<file path="src/hw/rtl/dbq_pkg.sv">
// ----------------------------------------------------------------------------
// dbq_pkg
// Shared constants, types and helper functions for the debounced button bank
// and quadrature decoder.
// ----------------------------------------------------------------------------
`default_nettype none

package dbq_pkg;

  localparam int PIN_COUNT = 7;
  localparam int CNT_W     = 32;
  localparam int RUN_W     = 8;
  localparam int NUM_W     = $clog2(PIN_COUNT + 1);

  localparam logic [RUN_W-1:0] RUN_MAX       = 8'd255;
  localparam logic [RUN_W-1:0] THRESHOLD_RST = 8'd3;

  localparam int PIN_ENC_A   = 0;
  localparam int PIN_ENC_B   = 1;
  localparam int PIN_ENC_SW  = 2;
  localparam int PIN_BACK    = 3;
  localparam int PIN_HOME    = 4;
  localparam int PIN_RADIO   = 5;
  localparam int PIN_PROFILE = 6;

  localparam int IN_DATA_W  = 40;
  localparam int OUT_DATA_W = 208;

  typedef enum logic [2:0] {
    ACT_NONE    = 3'd0,
    ACT_BACK    = 3'd1,
    ACT_HOME    = 3'd2,
    ACT_SELECT  = 3'd3,
    ACT_RADIO   = 3'd4,
    ACT_PROFILE = 3'd5,
    ACT_NEXT    = 3'd6,
    ACT_PREV    = 3'd7
  } action_t;

  typedef logic signed [1:0] step_t;
  localparam step_t STEP_NONE = 2'sb00;
  localparam step_t STEP_FWD  = 2'sb01;
  localparam step_t STEP_REV  = 2'sb11;

  typedef struct packed {
    logic [PIN_COUNT-1:0] stable;
    logic [PIN_COUNT-1:0] changed;
    logic [NUM_W-1:0]     num_changed;
  } deb_status_t;

  typedef struct packed {
    logic             moved;
    step_t            step;
    logic [CNT_W-1:0] position;
    logic [CNT_W-1:0] step_total;
    logic [CNT_W-1:0] invalid_total;
  } quad_status_t;

  // Gray-code transition table, index is {prev, cur}
  function automatic step_t gray_step(input logic [1:0] prev, input logic [1:0] cur);
    step_t s;
    s = STEP_NONE;
    case ({prev, cur})
      4'h1, 4'h7, 4'hE, 4'h8: s = STEP_FWD;
      4'h2, 4'h4, 4'hB, 4'hD: s = STEP_REV;
      default:                s = STEP_NONE;
    endcase
    return s;
  endfunction

  function automatic logic [NUM_W-1:0] popcount(input logic [PIN_COUNT-1:0] v);
    logic [NUM_W-1:0] c;
    c = '0;
    for (int i = 0; i < PIN_COUNT; i++) begin
      c = c + NUM_W'(v[i]);
    end
    return c;
  endfunction

endpackage

`default_nettype wire

</file>
<file path="src/hw/rtl/dbq_debounce.sv">
// ----------------------------------------------------------------------------
// dbq_debounce
// Per-pin debounce bank: pending level, saturating run counter and stable
// level per pin, updated once per transaction.
// ----------------------------------------------------------------------------
`default_nettype none

module dbq_debounce (
  input  wire logic                          clk,
  input  wire logic                          rst,
  input  wire logic                          en,
  input  wire logic [dbq_pkg::PIN_COUNT-1:0] active,
  input  wire logic [dbq_pkg::RUN_W-1:0]     threshold,
  output dbq_pkg::deb_status_t               status
);
  import dbq_pkg::*;

  logic [PIN_COUNT-1:0] pending;
  logic [PIN_COUNT-1:0] level;
  logic [RUN_W-1:0]     run_cnt      [PIN_COUNT];
  logic [PIN_COUNT-1:0] level_next;
  logic [RUN_W-1:0]     run_cnt_next [PIN_COUNT];
  logic [RUN_W-1:0]     run_tmp      [PIN_COUNT];
  logic [PIN_COUNT-1:0] flip;

  always_comb begin
    for (int i = 0; i < PIN_COUNT; i++) begin
      if (active[i] == pending[i]) begin
        run_tmp[i] = (run_cnt[i] == RUN_MAX) ? run_cnt[i] : run_cnt[i] + RUN_W'(1);
      end else begin
        run_tmp[i] = RUN_W'(1);
      end
      flip[i]         = (run_tmp[i] >= threshold) && (active[i] != level[i]);
      level_next[i]   = flip[i] ? active[i] : level[i];
      run_cnt_next[i] = flip[i] ? '0 : run_tmp[i];
    end
  end

  assign status.stable      = level_next;
  assign status.changed     = flip;
  assign status.num_changed = popcount(flip);

  always_ff @(posedge clk) begin
    if (rst) begin
      pending <= '0;
      level   <= '0;
      for (int i = 0; i < PIN_COUNT; i++) begin
        run_cnt[i] <= '0;
      end
    end else if (en) begin
      pending <= active;
      level   <= level_next;
      for (int i = 0; i < PIN_COUNT; i++) begin
        run_cnt[i] <= run_cnt_next[i];
      end
    end
  end

endmodule

`default_nettype wire

</file>
<file path="src/hw/rtl/dbq_quad.sv">
// ----------------------------------------------------------------------------
// dbq_quad
// Quadrature decoder on the debounced A/B pair: position, step and invalid
// step counters.
// ----------------------------------------------------------------------------
`default_nettype none

module dbq_quad (
  input  wire logic                 clk,
  input  wire logic                 rst,
  input  wire logic                 en,
  input  wire dbq_pkg::deb_status_t deb,
  output dbq_pkg::quad_status_t     status
);
  import dbq_pkg::*;

  logic [1:0]       prev_quad;
  logic             seen;
  logic [CNT_W-1:0] position;
  logic [CNT_W-1:0] step_cnt;
  logic [CNT_W-1:0] invalid_cnt;

  logic [1:0]       cur;
  logic [1:0]       prev_eff;
  logic             moved;
  step_t            step;
  logic [1:0]       prev_quad_next;
  logic [CNT_W-1:0] position_next;
  logic [CNT_W-1:0] step_cnt_next;
  logic [CNT_W-1:0] invalid_cnt_next;

  always_comb begin
    cur            = {deb.stable[PIN_ENC_A], deb.stable[PIN_ENC_B]};
    prev_eff       = seen ? prev_quad : cur;
    moved          = deb.changed[PIN_ENC_A] | deb.changed[PIN_ENC_B];
    step           = moved ? gray_step(prev_eff, cur) : STEP_NONE;
    prev_quad_next = moved ? cur : prev_eff;
    step_cnt_next  = moved ? step_cnt + CNT_W'(1) : step_cnt;
    invalid_cnt_next = (moved && step == STEP_NONE) ? invalid_cnt + CNT_W'(1)
                                                    : invalid_cnt;
    position_next  = position + {{(CNT_W-2){step[1]}}, step};
  end

  assign status.moved         = moved;
  assign status.step          = step;
  assign status.position      = position_next;
  assign status.step_total    = step_cnt_next;
  assign status.invalid_total = invalid_cnt_next;

  always_ff @(posedge clk) begin
    if (rst) begin
      prev_quad   <= '0;
      seen        <= 1'b0;
      position    <= '0;
      step_cnt    <= '0;
      invalid_cnt <= '0;
    end else if (en) begin
      prev_quad   <= prev_quad_next;
      seen        <= 1'b1;
      position    <= position_next;
      step_cnt    <= step_cnt_next;
      invalid_cnt <= invalid_cnt_next;
    end
  end

endmodule

`default_nettype wire

</file>
<file path="src/hw/rtl/debounced_buttons_quadrature_decoder_core.sv">
// ----------------------------------------------------------------------------
// debounced_buttons_quadrature_decoder_core
// Debounced button bank with quadrature decoder and priority action picker.
//
//   channel  dir  width       contents
//   s_*      in   tdata 40    one poll tick: raw pins, timestamp
//   m_*      out  tdata 208   debounced levels, counters, position
//                 tuser 3     action kind
//   cfg_*    in   wdata 8     debounce threshold
//
// One transaction per clock unless the output stalls (input register, result
// register). The state update and result are formed in one pass between them.
// Reset clears all pin, decoder and counter state; threshold returns to 3.
// A stalled result register holds while the input register keeps its item;
// input is taken whenever the input register is empty or moves on.
// ----------------------------------------------------------------------------
`default_nettype none

module debounced_buttons_quadrature_decoder_core (
  input  wire logic                           clk,
  input  wire logic                           rst,
  input  wire logic                           cfg_we,
  input  wire logic [dbq_pkg::RUN_W-1:0]      cfg_wdata,
  input  wire logic                           s_tvalid,
  output logic                                s_tready,
  // raw_pins[6:0], now_ms[38:7], zero pad
  input  wire logic [dbq_pkg::IN_DATA_W-1:0]  s_tdata,
  output logic                                m_tvalid,
  input  wire logic                           m_tready,
  // stable_levels[6:0], changed_mask[13:7], nav_delta[15:14],
  // encoder_position[47:16], encoder_detents[77:48], encoder_step_total[109:78],
  // encoder_invalid_total[141:110], change_total[173:142],
  // last_change_ms[205:174], zero pad
  output logic [dbq_pkg::OUT_DATA_W-1:0]      m_tdata,
  // action_kind[2:0]
  output logic [2:0]                          m_tuser
);
  import dbq_pkg::*;

  logic [RUN_W-1:0]     threshold;

  logic                 in_valid;
  logic [PIN_COUNT-1:0] in_raw;
  logic [CNT_W-1:0]     in_now;
  logic                 advance;

  deb_status_t          deb;
  quad_status_t         quad;

  logic [CNT_W-1:0]     change_cnt;
  logic [CNT_W-1:0]     last_time;
  logic [CNT_W-1:0]     change_cnt_next;
  logic [CNT_W-1:0]     last_time_next;
  logic [PIN_COUNT-1:0] press;
  action_t              kind_next;
  step_t                nav_next;

  logic                 out_valid;
  logic [PIN_COUNT-1:0] out_stable;
  logic [PIN_COUNT-1:0] out_changed;
  action_t              out_kind;
  step_t                out_nav;
  logic [CNT_W-1:0]     out_pos;
  logic [CNT_W-1:0]     out_step;
  logic [CNT_W-1:0]     out_inv;
  logic [CNT_W-1:0]     out_chg;
  logic [CNT_W-1:0]     out_last;
  logic [CNT_W-1:0]     det_sum;
  logic [CNT_W-1:0]     u_quad_step_ref;

  assign advance  = in_valid && (!out_valid || m_tready);
  assign s_tready = !in_valid || advance;

  always_ff @(posedge clk) begin
    if (rst) begin
      threshold <= THRESHOLD_RST;
    end else if (cfg_we) begin
      threshold <= cfg_wdata;
    end
  end

  always_ff @(posedge clk) begin
    if (rst) begin
      in_valid <= 1'b0;
    end else if (s_tready) begin
      in_valid <= s_tvalid;
    end
  end

  always_ff @(posedge clk) begin
    if (s_tvalid && s_tready) begin
      in_raw <= s_tdata[PIN_COUNT-1:0];
      in_now <= s_tdata[PIN_COUNT +: CNT_W];
    end
  end

  dbq_debounce u_debounce (
    .clk       (clk),
    .rst       (rst),
    .en        (advance),
    .active    (~in_raw),
    .threshold (threshold),
    .status    (deb)
  );

  dbq_quad u_quad (
    .clk    (clk),
    .rst    (rst),
    .en     (advance),
    .deb    (deb),
    .status (quad)
  );

  always_comb begin
    press           = deb.changed & deb.stable;
    change_cnt_next = change_cnt + CNT_W'(deb.num_changed);
    last_time_next  = (|deb.changed) ? in_now : last_time;
    nav_next        = STEP_NONE;
    if (press[PIN_BACK]) begin
      kind_next = ACT_BACK;
    end else if (press[PIN_HOME]) begin
      kind_next = ACT_HOME;
    end else if (press[PIN_ENC_SW]) begin
      kind_next = ACT_SELECT;
    end else if (deb.changed[PIN_RADIO]) begin
      kind_next = ACT_RADIO;
    end else if (deb.changed[PIN_PROFILE]) begin
      kind_next = ACT_PROFILE;
    end else if (quad.step == STEP_FWD) begin
      kind_next = ACT_NEXT;
      nav_next  = STEP_FWD;
    end else if (quad.step == STEP_REV) begin
      kind_next = ACT_PREV;
      nav_next  = STEP_REV;
    end else begin
      kind_next = ACT_NONE;
    end
  end

  always_ff @(posedge clk) begin
    if (rst) begin
      change_cnt <= '0;
      last_time  <= '0;
    end else if (advance) begin
      change_cnt <= change_cnt_next;
      last_time  <= last_time_next;
    end
  end

  always_ff @(posedge clk) begin
    if (rst) begin
      out_valid <= 1'b0;
    end else if (advance) begin
      out_valid <= 1'b1;
    end else if (m_tready) begin
      out_valid <= 1'b0;
    end
  end

  always_ff @(posedge clk) begin
    if (advance) begin
      out_stable  <= deb.stable;
      out_changed <= deb.changed;
      out_kind    <= kind_next;
      out_nav     <= nav_next;
      out_pos     <= quad.position;
      out_step    <= quad.step_total;
      out_inv     <= quad.invalid_total;
      out_chg     <= change_cnt_next;
      out_last    <= last_time_next;
    end
  end

  // truncation toward zero: bias negatives by 3 before the arithmetic shift
  assign det_sum = out_pos + (out_pos[CNT_W-1] ? CNT_W'(3) : CNT_W'(0));

  assign m_tvalid = out_valid;
  assign m_tuser  = out_kind;
  assign m_tdata  = {2'b00, out_last, out_chg, out_inv, out_step,
                     det_sum[CNT_W-1:2], out_pos, out_nav, out_changed, out_stable};

  ap_nav_matches_kind: assert property (@(posedge clk) disable iff (rst)
    out_valid |-> ((out_kind == ACT_NEXT) == (out_nav == STEP_FWD)) &&
                  ((out_kind == ACT_PREV) == (out_nav == STEP_REV)))
    else $error("nav_delta disagrees with action kind");

  ap_change_total_holds: assert property (@(posedge clk) disable iff (rst)
    (advance && deb.changed == '0) |=> change_cnt == $past(change_cnt))
    else $error("change total moved without a debounced transition");

  ap_step_total_bumps: assert property (@(posedge clk) disable iff (rst)
    (advance && quad.moved) |=> out_step == $past(u_quad_step_ref) + CNT_W'(1))
    else $error("step total did not advance on an encoder transition");

  ap_result_only_on_tick: assert property (@(posedge clk) disable iff (rst)
    (out_valid && !m_tready && !advance) |=> $stable(out_pos) && $stable(out_chg))
    else $error("result register changed while stalled");

  assign u_quad_step_ref = quad.step_total - CNT_W'(1);

endmodule

`default_nettype wire

</file>
<file path="config.mk">
export PLATFORM = sky130hd
export DESIGN_NAME = debounced_buttons_quadrature_decoder_core
export DESIGN_NICKNAME = d
export VERILOG_FILES = /design/src/hw/rtl/dbq_pkg.sv /design/src/hw/rtl/dbq_debounce.sv /design/src/hw/rtl/dbq_quad.sv /design/src/hw/rtl/debounced_buttons_quadrature_decoder_core.sv
export SDC_FILE = /design/constraint.sdc
export NUM_CORES = 1
export LEC_CHECK = 0
export ABC_AREA = 1
export BUFFER_PORTS_ARGS = -buffer_cell sky130_fd_sc_hd__buf_2
export CAP_MARGIN = 0
export CORE_MARGIN = 2
export CORE_UTILIZATION = 25
export DETAILED_ROUTE_END_ITERATION = 10
export PLACE_DENSITY = 0.52
export SLEW_MARGIN = 25
export SYNTH_ARGS = -nofsm -noshare
export SYNTH_HDL_FRONTEND = slang
export SYNTH_SLANG_ARGS = --single-unit
</file>
<file path="constraint.sdc">
create_clock -name clk -period 22.6 [get_ports clk]
set_input_delay 4.52 -clock clk [delete_from_list [all_inputs] [get_ports clk]]
set_output_delay 4.52 -clock clk [all_outputs]
set_load 0.02 [all_outputs]
</file>
Word-level counts from Yosys, hierarchy flattened

Memory sizes are Yosys's and may differ from the RTL's.
Cells that the tools add are included.

Memories kept: 2
Register bits after elaboration: 405
Word-level logic and storage cells: 162
Memory bits (writable): 56
Output and inout bits: 213
ROM bits: 32

$add $sub $neg: 18
Bitwise operators: 10
Equal/unequal tests: 23
Reductions and logical operators: 20
$lt $le $gt $ge: 7
Muxes and demuxes: 57

Memories:

| memory             | words | width | read ports | clocked after Yosys merged registers in | wr ports | line               | source |
|---|---|---|---|---|---|---|---|
| u_debounce.run_cnt | 7     | 8     | 7          | 0                                       | 7        | dbq_debounce.sv:20 | `logic [RUN_W-1:0] run_cnt [PIN_COUNT];` |
| (name not given)   | 16    | 2     | 1          | 0                                       | 0        | dbq_pkg.sv:63      | `case ({prev, cur})` |

Operators by type and width:

| cell                                          | number |
|---|---|
| 2-to-1 mux 8 bit                              | 28 |
| 2-to-1 mux 32 bit                             | 3 |
| adder 32 x 1 -> 32 bit, second input constant | 2 |
| adder 8 x 1 -> 8 bit, second input constant   | 7 |
| equality test 8 bit, second input constant    | 7 |
| greater-or-equal comparator 8 bit             | 7 |
| adder 32 x 2 -> 32 bit                        | 1 |
| adder 32 x 3 -> 32 bit                        | 1 |
| adder 32 bit                                  | 1 |
| adder 3 x 1 -> 3 bit                          | 5 |
| 2-to-1 mux 1 bit                              | 15 |
| 2-to-1 mux 2 bit                              | 7 |
| 2-to-1 mux 3 bit                              | 4 |
| logical AND 1 bit                             | 10 |
| bitwise OR 1 bit                              | 8 |
| equality test 1 bit                           | 7 |
| inequality test 1 bit                         | 7 |
| NOT 7 bit                                     | 1 |
| OR reduction 7 bit                            | 1 |
| OR reduction 6 bit                            | 1 |
| AND 5 bit                                     | 1 |
| OR reduction 5 bit                            | 1 |
| OR reduction 3 bit                            | 1 |
| adder 1 x 1 -> 2 bit                          | 1 |
| other kinds (6)                               | 8 |

Depth between registers and ports, before layout

Gate-level depths: netlist (run 1).
An unclocked memory read counts as a cell.

Depth in word-level cells: 17
Depth in mapped cells: 41
Depth with buffers taken out: 41

Cells and area by module

Synthesis (run 1) repeated with hierarchy kept, for this count alone.

Cell total of the unflattened synthesis: 3200
Area, all modules: 25140.4 um^2

Modules (own cells, without submodules):

| module                                    | times used | cells each | area an instance (um^2) | seq. area each (um^2) |
|---|---|---|---|---|
| debounced_buttons_quadrature_decoder_core | 1          | 1142       | 11710.0                 | 8027.7 |
| dbq_quad                                  | 1          | 1249       | 7566.0                  | 1981.9 |
| dbq_debounce                              | 1          | 809        | 5864.4                  | 1961.9 |

Worst setup path after synthesis (run 1)

No wires, ideal clock.

Path type: input -> register
Start: input m_tready
End: memory u_debounce.run_cnt[0][0], enable pin
Stages on the path: 7
Slack: 11160 ps
Buffers on the path: 1
Library setup time: 442 ps
Arrival time: 10998 ps
Cells stage by stage: inv_1 > nand2_1 > nand2_1 > inv_1 > nor2_1 > inv_1 > buf_1

RTL lines:

| what        | line                                            | source |
|---|---|---|
| from (decl) | debounced_buttons_quadrature_decoder_core.sv:29 | `input wire logic m_tready,` |
| to (decl)   | dbq_debounce.sv:20                              |  |

Worst setup path in the final report (run 1)

Start: input m_tready
End: output s_tready

Cells in the longest elaborated chain, start to end: 3

RTL lines:

| what              | line                                            | source |
|---|---|---|
| logical OR 1 bit  | debounced_buttons_quadrature_decoder_core.sv:71 | `assign advance = in_valid && (!out_valid \|\| m_tready);` |
| logical AND 1 bit | debounced_buttons_quadrature_decoder_core.sv:71 |  |
| logical OR 1 bit  | debounced_buttons_quadrature_decoder_core.sv:72 | `assign s_tready = !in_valid \|\| advance;` |
| to (decl)         | debounced_buttons_quadrature_decoder_core.sv:25 | `output logic s_tready,` |

No other way between the ends.

==> results by group, run 1 <==
Placement
  – Gpl congestion: 0.874
  – Post-DP Area: 26200 um^2
  – Post-place setup slack: 13.12 ns
  – DP HPWL: 44200 um
  – PortBufs: 262

Critical path
  – Worst path most repeated cell: buf_2
  – Worst path cell trace: buf_2, inv_1, nand3_1, buf_2
  – Worst-path maximum fanout: 3
  – Crit. End Element: output pin
  – Crit path required time: 18.08 ns
  – Critical Path AT: 4.97 ns
  – Setup Crit Path Kind: input pin to output pin
  – Worst Path Buf+Inv: 3
  – Delay of the slowest critical-path stage: 0.18 ns
  – CP max-delay cell: buf_2
  – Crit path max-delay family: buffers and inverters
  – Worst setup SP type: input pin

Route
  – Pre-antenna DRT Iters: 7
  – Drt via density: 4.36
  – DRC errors left: 0
  – Number of routed nets with antenna violations: 0
  – Final wirelength: 63700 um
  – Wire per inst: 15.1 um
  – 1st-iter DRT viols: 1202
  – Vias: 18400

Clock network
  – Clock sinks: 461
  – CTS root buffer: clkbuf_16
  – Clock latency at the later pin of the worst-skew pair: 0.62 ns
  – H-tree Lvls: 2
  – Clock transition at path regs: 0.06 ns
  – Post-CTS resize count: 0
  – Max clock buf depth: 3
  – Num CTS Buffers: 55
  – Post CTS Setup Buffer Count: 0
  – TritonCTS clock tree: yes
  – # hold bufs at CTS: 0

Yosys
  – Seq/Total Area, Yosys: 0.511
  – Yosys warning count: 0
  – Post-synthesis sequential element count: 461
  – Top-area cell type share of the netlist area: 0.351
  – Cell variety after synth: 52
  – Cells after Synth: 2635
  – Ys flop type: edfxtp_1
  – Cell area after synthesis: 23400 um^2
  – Post-synth EDFFs: 274
  – Synth async-reset ratio: 0
  – Synth top cells by count: nand2_1, inv_1, edfxtp_1
  – Post-Syn Area per Cell: 8.89 um^2
  – Count leader, synth: nand2_1
  – Largest cells by area after synthesis: edfxtp_1, dfxtp_1, nand2_1
  – Cell taking the most area after synthesis: edfxtp_1

Cells and area
  – Share of layout cells above drive strength 1: 0.138
  – Finished Core Util: 0.301
  – Fin nets: 3070
  – Fillers: 9909
  – Syn-to-layout area delta: 19.7%
  – Final Instance Area: 28100 um^2

Die
  – Core box area: 93000 um^2
  – Width of the die: 310 um
  – Io pins: 266
  – Die H: 310 um
  – Die area: 96200 um^2
  – # rows: 112
  – Starting Density: 0.252

Global route
  – Grt total ovfl: 0
  – Gr usage total: 0.131
  – Initial antenna violation count: 2
  – Vias in the first global route: 17800
  – First-pass GRT wire length: 99300 um
  – Largest net degree at the start of global routing: 115

Timing
  – Max Freq: 0.105 GHz
  – Setup tns final: 0 ns
  – RSZ-0062 raised after global routing: false
  – Rel. slew slack: 0.374
  – Worst-margin pin slew: 0.940 ns
  – Hold slack: 0.457 ns
  – Setup violators final: 0
  – Fin worst setup slack: 13.11 ns
  – Final Hold Viols: 0
  – Final Skew: 0.0320 ns
  – Clock period minus final worst setup slack: 9.49 ns
  – Max-slew violation count: 0
  – Final period util: 0.420

Power and ir drop
  – Leak pwr: 0.0119 uW
  – IR drop worst, VDD: 57.5 uV
  – Pwr Density: 83.4 nW/um^2

Min path
  – Worst hold path type: register to register

Flow run
  – Max-Cap Viols: 0

Outcome
  – Outcome: finished clean
-- state kept, by name, summed over array words and instances, names as in the netlist, 32 cells and up --
register            count
u_quad.step_cnt        32
u_quad.position        32
out_last               32
out_step               32
change_cnt             32
out_pos                32
out_inv                32
in_now                 32
u_debounce.run_cnt     56
u_quad.invalid_cnt     32
out_chg                32
last_time              32
-- worst paths after layout --
path	start	end	slack (ns)	cells past startpoint
worst min register to register	last_time[29]	last_time[29]	0.46	2
worst min-delay path	last_time[29]	last_time[29]	0.46	2
worst max register to register	u_debounce.run_cnt[1][0]	out_chg[30]	15.23	34
worst max-delay path	m_tready	s_tready	13.11	4
-- worst register-to-register path: cells and delay by family (launching register included) --
family / cells / cell delay [ns]
AO/OA/AOI/OAI: 1 / 0.25
flip-flops: 1 / 0.42
adder cells (fa/ha/maj): 8 / 2.91
buffers and inverters: 6 / 0.51
AND/OR/NAND/NOR: 18 / 2.87
XOR/XNOR: 1 / 0.16
-- metal layers --
metal  global-route usage  wire, um
met3               0.0367      4810
met4               0.0388      1410
met2                0.209     28600
met5                    0         0
met1                0.172     28900
-- area by class of cell --
| type | instances | area, um^2 | area share |
|---|---|---|---|
| antenna | 2 | 5.00 | 0.000178 |
| inverter | 369 | 1400 | 0.0498 |
| sequential | 461 | 12000 | 0.427 |
| tap | 1254 | 1570 | 0.0559 |
| timing repair buffer | 278 | 1440 | 0.0513 |
| multi-input combinational | 1739 | 9820 | 0.350 |
| clock buffer | 71 | 1490 | 0.0530 |
| clock inverter | 32 | 368 | 0.0131 |
-- layout by cell type (no fill, tap or decap), drive strengths merged, types with 78 or more instances in the layout --
master and count:
nand2 606, nand3 78, dfxtp 187, o21ai 174, a21oi 93, inv 373, nor2 178, ha 108
buf 278, xor2 117, nor3 92, edfxtp 274
-- per-stage QoR --
stage               power [uW]  cells
finish                    2340   4206
global route              2470   4205
CTS                       2380   4204
detailed placement        1450   4101
global placement          1440   4101
floorplan                 1300   2636
-- cell families (layout without fill, tap and decap cells) --
family / count (synthesis) / in the layout / synth area share
xor gates and xnor gates: 166 / 166 / 0.0621
and+or+nand+nor: 1090 / 1090 / 0.205
buffers and inverters: 436 / 750 / 0.0709
other: 1 / 4 / 0.000160
adders and majority gates: 113 / 113 / 0.0620
DFF: 461 / 461 / 0.511
AOI/OAI and AO/OA: 368 / 368 / 0.0886
-- where the power goes --
part           switching, uW  leakage (uW)  internal (uW)
sequential              32.3       0.00419            964
clock                    369      0.000911            547
combinational            302       0.00676            126
total                    703        0.0119           1640
Note: power is estimated with default switching activity, not from simulation.
==> inputs of run 2 (changes only) <==
- clock period: 22.6 -> 8.75 ns (I/O delays scaled with it)
==> run 2 against run 1 <==
Sequential cell count stayed put. Critical path depth grew 32. Clock power rose to 2.6 times the previous value. Sequential share of layout area hardly changed. Sequential power grew to 2.6 times the previous value. Setup slack got worse by 12 ns. Via count barely moved. Hold slack about the same. Routed wire length barely moved. Cell count decreased by 0.14%. Combinational power rose to 2.6 times the previous value. Highest routed layer unchanged.
==> results by group, run 2 (same netlist as run 1, synthesis figures left out) <==
Outcome
  – Outcome: finished clean

Route
  – 1st-iter DRT viols: 1153 (-4.1%)
  – DRC errors left: 0 (unchanged)
  – Pre-antenna DRT Iters: 5 (-2)
  – Vias: 18300 (-0.082%)
  – Drt via density: 4.37 (about the same)
  – Number of routed nets with antenna violations: 0 (unchanged)
  – Final wirelength: 63700 um (about the same)
  – Wire per inst: 15.2 um (+0.13%)

Timing
  – Rel. slew slack: 0.358 (-0.0155)
  – Setup tns final: 0 ns (unchanged)
  – Final period util: 0.836
  – Final Skew: 0.0316 ns (-0.000382 ns)
  – RSZ-0062 raised after global routing: false
  – Max Freq: 0.137 GHz
  – Max-slew violation count: 0 (unchanged)
  – Worst-margin pin slew: 0.963 ns (+0.0233 ns)
  – Clock period minus final worst setup slack: 7.31 ns
  – Setup violators final: 0 (unchanged)
  – Final Hold Viols: 0 (unchanged)

Cells and area
  – Syn-to-layout area delta: 19.7% (about the same)
  – Final Instance Area: 28000 um^2 (about the same)
  – Most common cell after layout, fill and taps aside: nand2_1
  – Most frequent cells in the layout: nand2_1, inv_1, edfxtp_1
  – Number of flip-flops under the largest register name: 56 (unchanged)
  – Largest register by flop count: u_debounce.run_cnt
  – Non-filler cells, final: 4200 (-0.14%)
  – Share of layout cells above drive strength 1: 0.139 (+0.00125)
  – Fin nets: 3068 (-0.065%)
  – Finished Core Util: 0.301 (about the same)

Global route
  – Initial antenna violation count: 1 (-1)
  – Vias in the first global route: 17800 (+0.0056%)
  – Layer with the highest usage: met2
  – Largest net degree at the start of global routing: 115 (unchanged)
  – Gr usage total: 0.131 (-0.000322)
  – M1 GR Usage: 0.172 (-0.000837)
  – Grt total ovfl: 0 (unchanged)
  – Met3 Track Usage GR: 0.0339 (-0.00286)
  – M2 GR Usage: 0.212 (+0.00218)
  – First-pass GRT wire length: 99200 um (-0.11%)

Critical path
  – Beginning of the critical path: u_debounce.run_cnt[1][0]
  – Reg-to-reg critical path startpoint: u_debounce.run_cnt[1][0]
  – Worst-case reg-to-reg path depth: 36 (+5.9%)
  – R2R Setup Slk: 1.44 ns (-13.79 ns)
  – Worst setup SP type: register
  – Critical Path AT: 7.78 ns (+2.81 ns)
  – Delay of the slowest critical-path stage: 0.51 ns (+0.33 ns)
  – Crit. End Element: register
  – CP max-delay cell: fa_1
  – Worst path most repeated cell: nand2_1
  – Capturing point of the worst reg2reg path: change_cnt[30]
  – Worst-path maximum fanout: 7 (+4)
  – Setup Crit Path Kind: register to register
  – Crit path required time: 9.22 ns (-8.86 ns)

Clock network
  – Post-CTS resize count: 0 (unchanged)
  – Max clock buf depth: 3 (unchanged)
  – Num CTS Buffers: 54 (-1.8%)
  – Post CTS Setup Buffer Count: 0 (unchanged)
  – CTS root buffer: clkbuf_16
  – H-tree Lvls: 2 (unchanged)
  – Clock transition at path regs: 0.06 ns (about the same)
  – Clock latency at the later pin of the worst-skew pair: 0.63 ns (about the same)
  – # hold bufs at CTS: 0 (unchanged)
  – Clock sinks: 461 (unchanged)
  – TritonCTS clock tree: yes

Placement
  – Placed cell count: 4100 (-0.024%)
  – PortBufs: 262 (unchanged)
  – DP HPWL: 44800 um (+1.2%)
  – Gpl congestion: 0.876 (+0.21%)
  – Post-DP Area: 26200 um^2 (unchanged)

Die
  – Io pins: 266 (unchanged)
  – Core box area: 93000 um^2 (unchanged)
  – # rows: 112 (unchanged)
  – Starting Density: 0.252 (unchanged)
  – Die H: 310 um (unchanged)
  – Die area: 96200 um^2 (unchanged)
  – Width of the die: 310 um (unchanged)

Flow run
  – Max-Cap Viols: 0 (unchanged)

Min path
  – Worst hold path type: register to register
  – Hold depth: 2 (unchanged)
  – WHS Endpoint: last_time[30]
  – Hold Startpoint: last_time[30]

Power and ir drop
  – Pwr Density: 215 nW/um^2 (+160%)
  – Leak pwr: 0.0118 uW (-0.17%)
  – IR drop worst, VDD: 170 uV (+200%)
  – Power, Total: 6030 uW (+160%)
-- run 2: changes by cell type in the layout (fill, tap and decap cells not counted), sizes merged --
cell / delta
clkbuf: -8
inv: -3
diode: -1
buf: -1
clkinv: +3
clkinvlp: +4
-- run 2: how the worst max path moves through the flow --
| stage | to | cells past startpoint |
|---|---|---|
| 2_1_floorplan | u_debounce.run_cnt[0][0] | 7 |
| 3_3_place_gp | change_cnt[30] | 36 |
| 3_5_place_dp | change_cnt[30] | 36 |
| 4_1_cts | change_cnt[30] | 36 |
| 5_1_grt | change_cnt[30] | 36 |
| 6_report | change_cnt[30] | 36 |
-- run 2: routing by layer --
metal / vias to the layer above / wire (um)
met5: - / 0
li1: 9407 / -
met4: 0 / 1390
met3: 82 / 4140
met1: 8491 / 29200
met2: 362 / 29000
-- run 2: final cells by class --
class / count / area [um^2]
Sequential cell: 461 / 12000
Clock inverter: 36 / 403
Tap cell: 1254 / 1570
Multi-Input combinational cell: 1739 / 9820
Inverter: 369 / 1400
Fill cell: 9847 / 65000
Antenna cell: 1 / 2.50
Timing Repair Buffer: 277 / 1420
Clock buffer: 63 / 1450
-- run 2: report_power, final --
part / internal (uW) / switching [uW]
sequential: 2490 / 82.5
combinational: 324 / 779
clock: 1390 / 957
-- run 2: critical path: cells and delay by family, from the launching register on --
kind | cells | cell delay [ns]
AOI/OAI and AO/OA | 3 | 0.58
and+or+nand+nor | 17 | 2.63
DFF | 1 | 0.42
xor gates and xnor gates | 1 | 0.17
buffers and inverters | 7 | 0.49
adders and majority gates | 8 | 2.87
-- run 2: stage by stage --
step | setup slack, ns | hold slack (ns)
after floorplan | 0.0798 | 0.423
final | 1.44 | 0.457
after global routing | 0.788 | 0.475
after global placement | 1.45 | 0.436
after CTS | 1.38 | 0.461
after detailed placement | 1.39 | 0.446
==> inputs of run 3 (changes only) <==
- ABC_AREA: 1 -> 0
- clock period: 8.75 -> 7.62 ns (I/O delays scaled with it)
==> run 3 against run 2 <==
Sequential power grew 14%. Cell count shrank 12%. Synthesized cell count shrank 18%. Final area shrank 0.85%. Combinational power grew 18%. Register-to-register slack lost 1.0 ns. Largest cell class unchanged.
==> results by group, run 3 <==
Power and ir drop
  – IR drop worst, VDD: 172 uV (+1.5%)
  – Leak pwr: 0.0108 uW (-8.6%)
  – Pwr Density: 246 nW/um^2 (+15%)

Global route
  – Vias in the first global route: 15700 (-12%)
  – Grt total ovfl: 0 (unchanged)
  – M1 GR Usage: 0.161 (-0.0111)
  – Gr usage total: 0.122 (-0.00935)
  – Largest net degree at the start of global routing: 145 (+26%)
  – First-pass GRT wire length: 90700 um (-8.6%)
  – Initial antenna violation count: 7 (+6)
  – Layer with the highest usage: met2
  – M2 GR Usage: 0.197 (-0.0142)
  – Met3 Track Usage GR: 0.0269 (-0.00691)

Cells and area
  – Share of layout cells above drive strength 1: 0.189 (+0.0501)
  – Fillers: 9563 (-2.9%)
  – Fin nets: 2616 (-15%)
  – FF/Latch Area: 12000 um^2 (unchanged)
  – Most common cell after layout, fill and taps aside: edfxtp_1
  – Finished Core Util: 0.303 (+0.00195)
  – Most frequent cells in the layout: edfxtp_1, buf_2, nor2_1
  – Largest register by flop count: u_debounce.run_cnt
  – Number of flip-flops under the largest register name: 56 (unchanged)
  – Footprint of the multi-input gates: 10600 um^2 (+8.0%)
  – Syn-to-layout area delta: 20.3%

Yosys
  – Cells after Synth: 2164 (-18%)
  – Yosys warning count: 0 (unchanged)
  – Largest cells by area after synthesis: edfxtp_1, dfxtp_1, ha_1
  – Ys flop type: edfxtp_1
  – Post-synthesis sequential element count: 461 (unchanged)
  – Synth async-reset ratio: 0 (unchanged)
  – Cell area after synthesis: 23100 um^2 (-1.4%)
  – Post-synth EDFFs: 274 (unchanged)
  – Post-Syn Area per Cell: 10.7 um^2 (+20%)
  – Seq/Total Area, Yosys: 0.518 (+0.00725)
  – Cell taking the most area after synthesis: edfxtp_1
  – Count leader, synth: edfxtp_1
  – Cell variety after synth: 85 (+63%)
  – Synth top cells by count: edfxtp_1, nor2_1, dfxtp_1
  – Top-area cell type share of the netlist area: 0.356 (+0.00498)

Placement
  – Gpl congestion: 0.802 (-8.5%)
  – PortBufs: 262 (unchanged)
  – DP HPWL: 40600 um (-9.2%)

Timing
  – Setup tns final: 0 ns (unchanged)
  – Worst-margin pin slew: 0.924 ns (-0.0387 ns)
  – Rel. slew slack: 0.384 (+0.0258)
  – Max Freq: 0.138 GHz (+1.1%)
  – Setup violators final: 0 (unchanged)
  – Final period util: 0.949 (+0.113)
  – Final Skew: 0.0207 ns (-0.0109 ns)
  – Max-slew violation count: 0 (unchanged)
  – Clock period minus final worst setup slack: 7.23 ns (-0.0827 ns)
  – Hold slack: 0.459 ns (+0.00159 ns)
  – Final Hold Viols: 0 (unchanged)

Critical path
  – Reg-to-reg critical path startpoint: u_debounce.run_cnt[0][0]
  – Worst setup SP type: register
  – R2R Setup Slk: 0.39 ns (-1.05 ns)
  – Worst-path maximum fanout: 5 (-2)
  – Worst path most repeated cell: ha_1
  – CP max-delay cell: fa_1
  – Critical Path AT: 7.76 ns (-0.02 ns)
  – Crit path required time: 8.15 ns (-1.07 ns)
  – Setup Crit Path Kind: register to register
  – Beginning of the critical path: u_debounce.run_cnt[0][0]
  – Delay of the slowest critical-path stage: 0.53 ns (+0.02 ns)
  – Crit. End Element: register

Route
  – Number of routed nets with antenna violations: 0 (unchanged)
  – Final wirelength: 59500 um (-6.5%)
  – Pre-antenna DRT Iters: 6 (+1)
  – Drt via density: 4.48 (+2.6%)
  – 1st-iter DRT viols: 877 (-24%)
  – Wire per inst: 16.2 um (+6.5%)
  – Vias: 16500 (-9.9%)
  – DRC errors left: 0 (unchanged)

Die
  – Io pins: 266 (unchanged)
  – # rows: 111 (-0.89%)
  – Starting Density: 0.252 (about the same)
  – Width of the die: 308 um (-0.69%)
  – Core box area: 91700 um^2 (-1.5%)
  – Die H: 308 um (-0.69%)
  – Die area: 94800 um^2 (-1.4%)

Clock network
  – CTS root buffer: clkbuf_16
  – Clock sinks: 461 (unchanged)
  – Max clock buf depth: 3 (unchanged)
  – Clock latency at the later pin of the worst-skew pair: 0.61 ns (-0.02 ns)
  – TritonCTS clock tree: yes
  – Num CTS Buffers: 55 (+1.9%)
  – H-tree Lvls: 2 (unchanged)
  – Clock transition at path regs: 0.06 ns (about the same)

Outcome
  – Outcome: finished clean

Min path
  – Hold Startpoint: u_quad.position[5]
  – Worst hold path type: register to register

Flow run
  – Max-Cap Viols: 0 (unchanged)
==> run 3: cell types whose count changed in the layout (fill, tap and decap cells not counted), moves of 47 or more <==
cell / change
and3_1: +47
inv_1: -304
mux2i_1: +53
nand2_1: -428
nor2_1: +92
o21ai_0: -68
xnor2_1: +83
==> run 3: path summary, 6_finish.rpt <==
kind | endpoint | depth (start not counted)
worst max register to register | change_cnt[26] | 30
worst min register to register | u_quad.position[5] | 2
worst min-delay path | u_quad.position[5] | 2
worst max-delay path | change_cnt[26] | 30
==> run 3: through the flow <==
step,std cells,instance area [um^2],total power [uW],setup WS [ns]
after floorplan,2165,23100,3870,0.819
after global placement,3572,25900,4290,0.142
after detailed placement,3572,25900,4300,0.127
after CTS,3676,27700,6960,0.106
after global routing,3684,27800,7200,-0.0171
final,3685,27800,6850,0.392
==> run 3: timing repair <==
item                                    CTS  global route
hold buffers                              0             0
endpoints found under the hold margin     0             0
gates resized for setup                   0            12
endpoints found under the setup margin    0            17
setup buffers                             0             6
==> run 3: layout make-up <==
class | count | area share
antenna | 2 | 0.000180
clock buffer | 76 | 0.0553
clock inverter | 28 | 0.00887
inverter | 59 | 0.00837
multi-input combinational | 1562 | 0.382
sequential | 461 | 0.431
tap | 1186 | 0.0534
timing repair buffer | 311 | 0.0614
==> run 3: kinds of logic (layout without fill, tap and decap cells) <==
family                   Yosys count  in the layout  synth area share
flip-flops                       461            461             0.518
AND/OR/NAND/NOR                  815            815             0.172
multiplexers                      91             91            0.0426
AO/OA/AOI/OAI                    284            284            0.0816
buffers and inverters            142            474            0.0255
XOR/XNOR                         257            257            0.0974
adder cells (fa/ha/maj)          113            113            0.0628
other                              1              4          0.000162
==> run 3: routing by layer <==
layer,wire [um],up-vias
met3,2980,80
met5,23,-
met2,27600,251
met1,27500,7856
li1,-,8326
met4,1400,4
==> run 3: power breakdown <==
group | total [uW] | switching (uW) | internal, uW | leakage, uW
clock network | 2610 | 1090 | 1510 | 0.000868
registers | 2940 | 97.5 | 2840 | 0.00414
logic | 1300 | 813 | 489 | 0.00582
total | 6850 | 2000 | 4850 | 0.0108
==> run 3: critical path, delay by kind of cell, from the launching register on <==
kind | cells | cell delay [ns]
fa+ha+maj | 8 | 2.84
simple gates | 12 | 2.02
compound gates | 5 | 1.35
flops | 1 | 0.42
buf+inv | 4 | 0.31
xor+xnor | 1 | 0.20
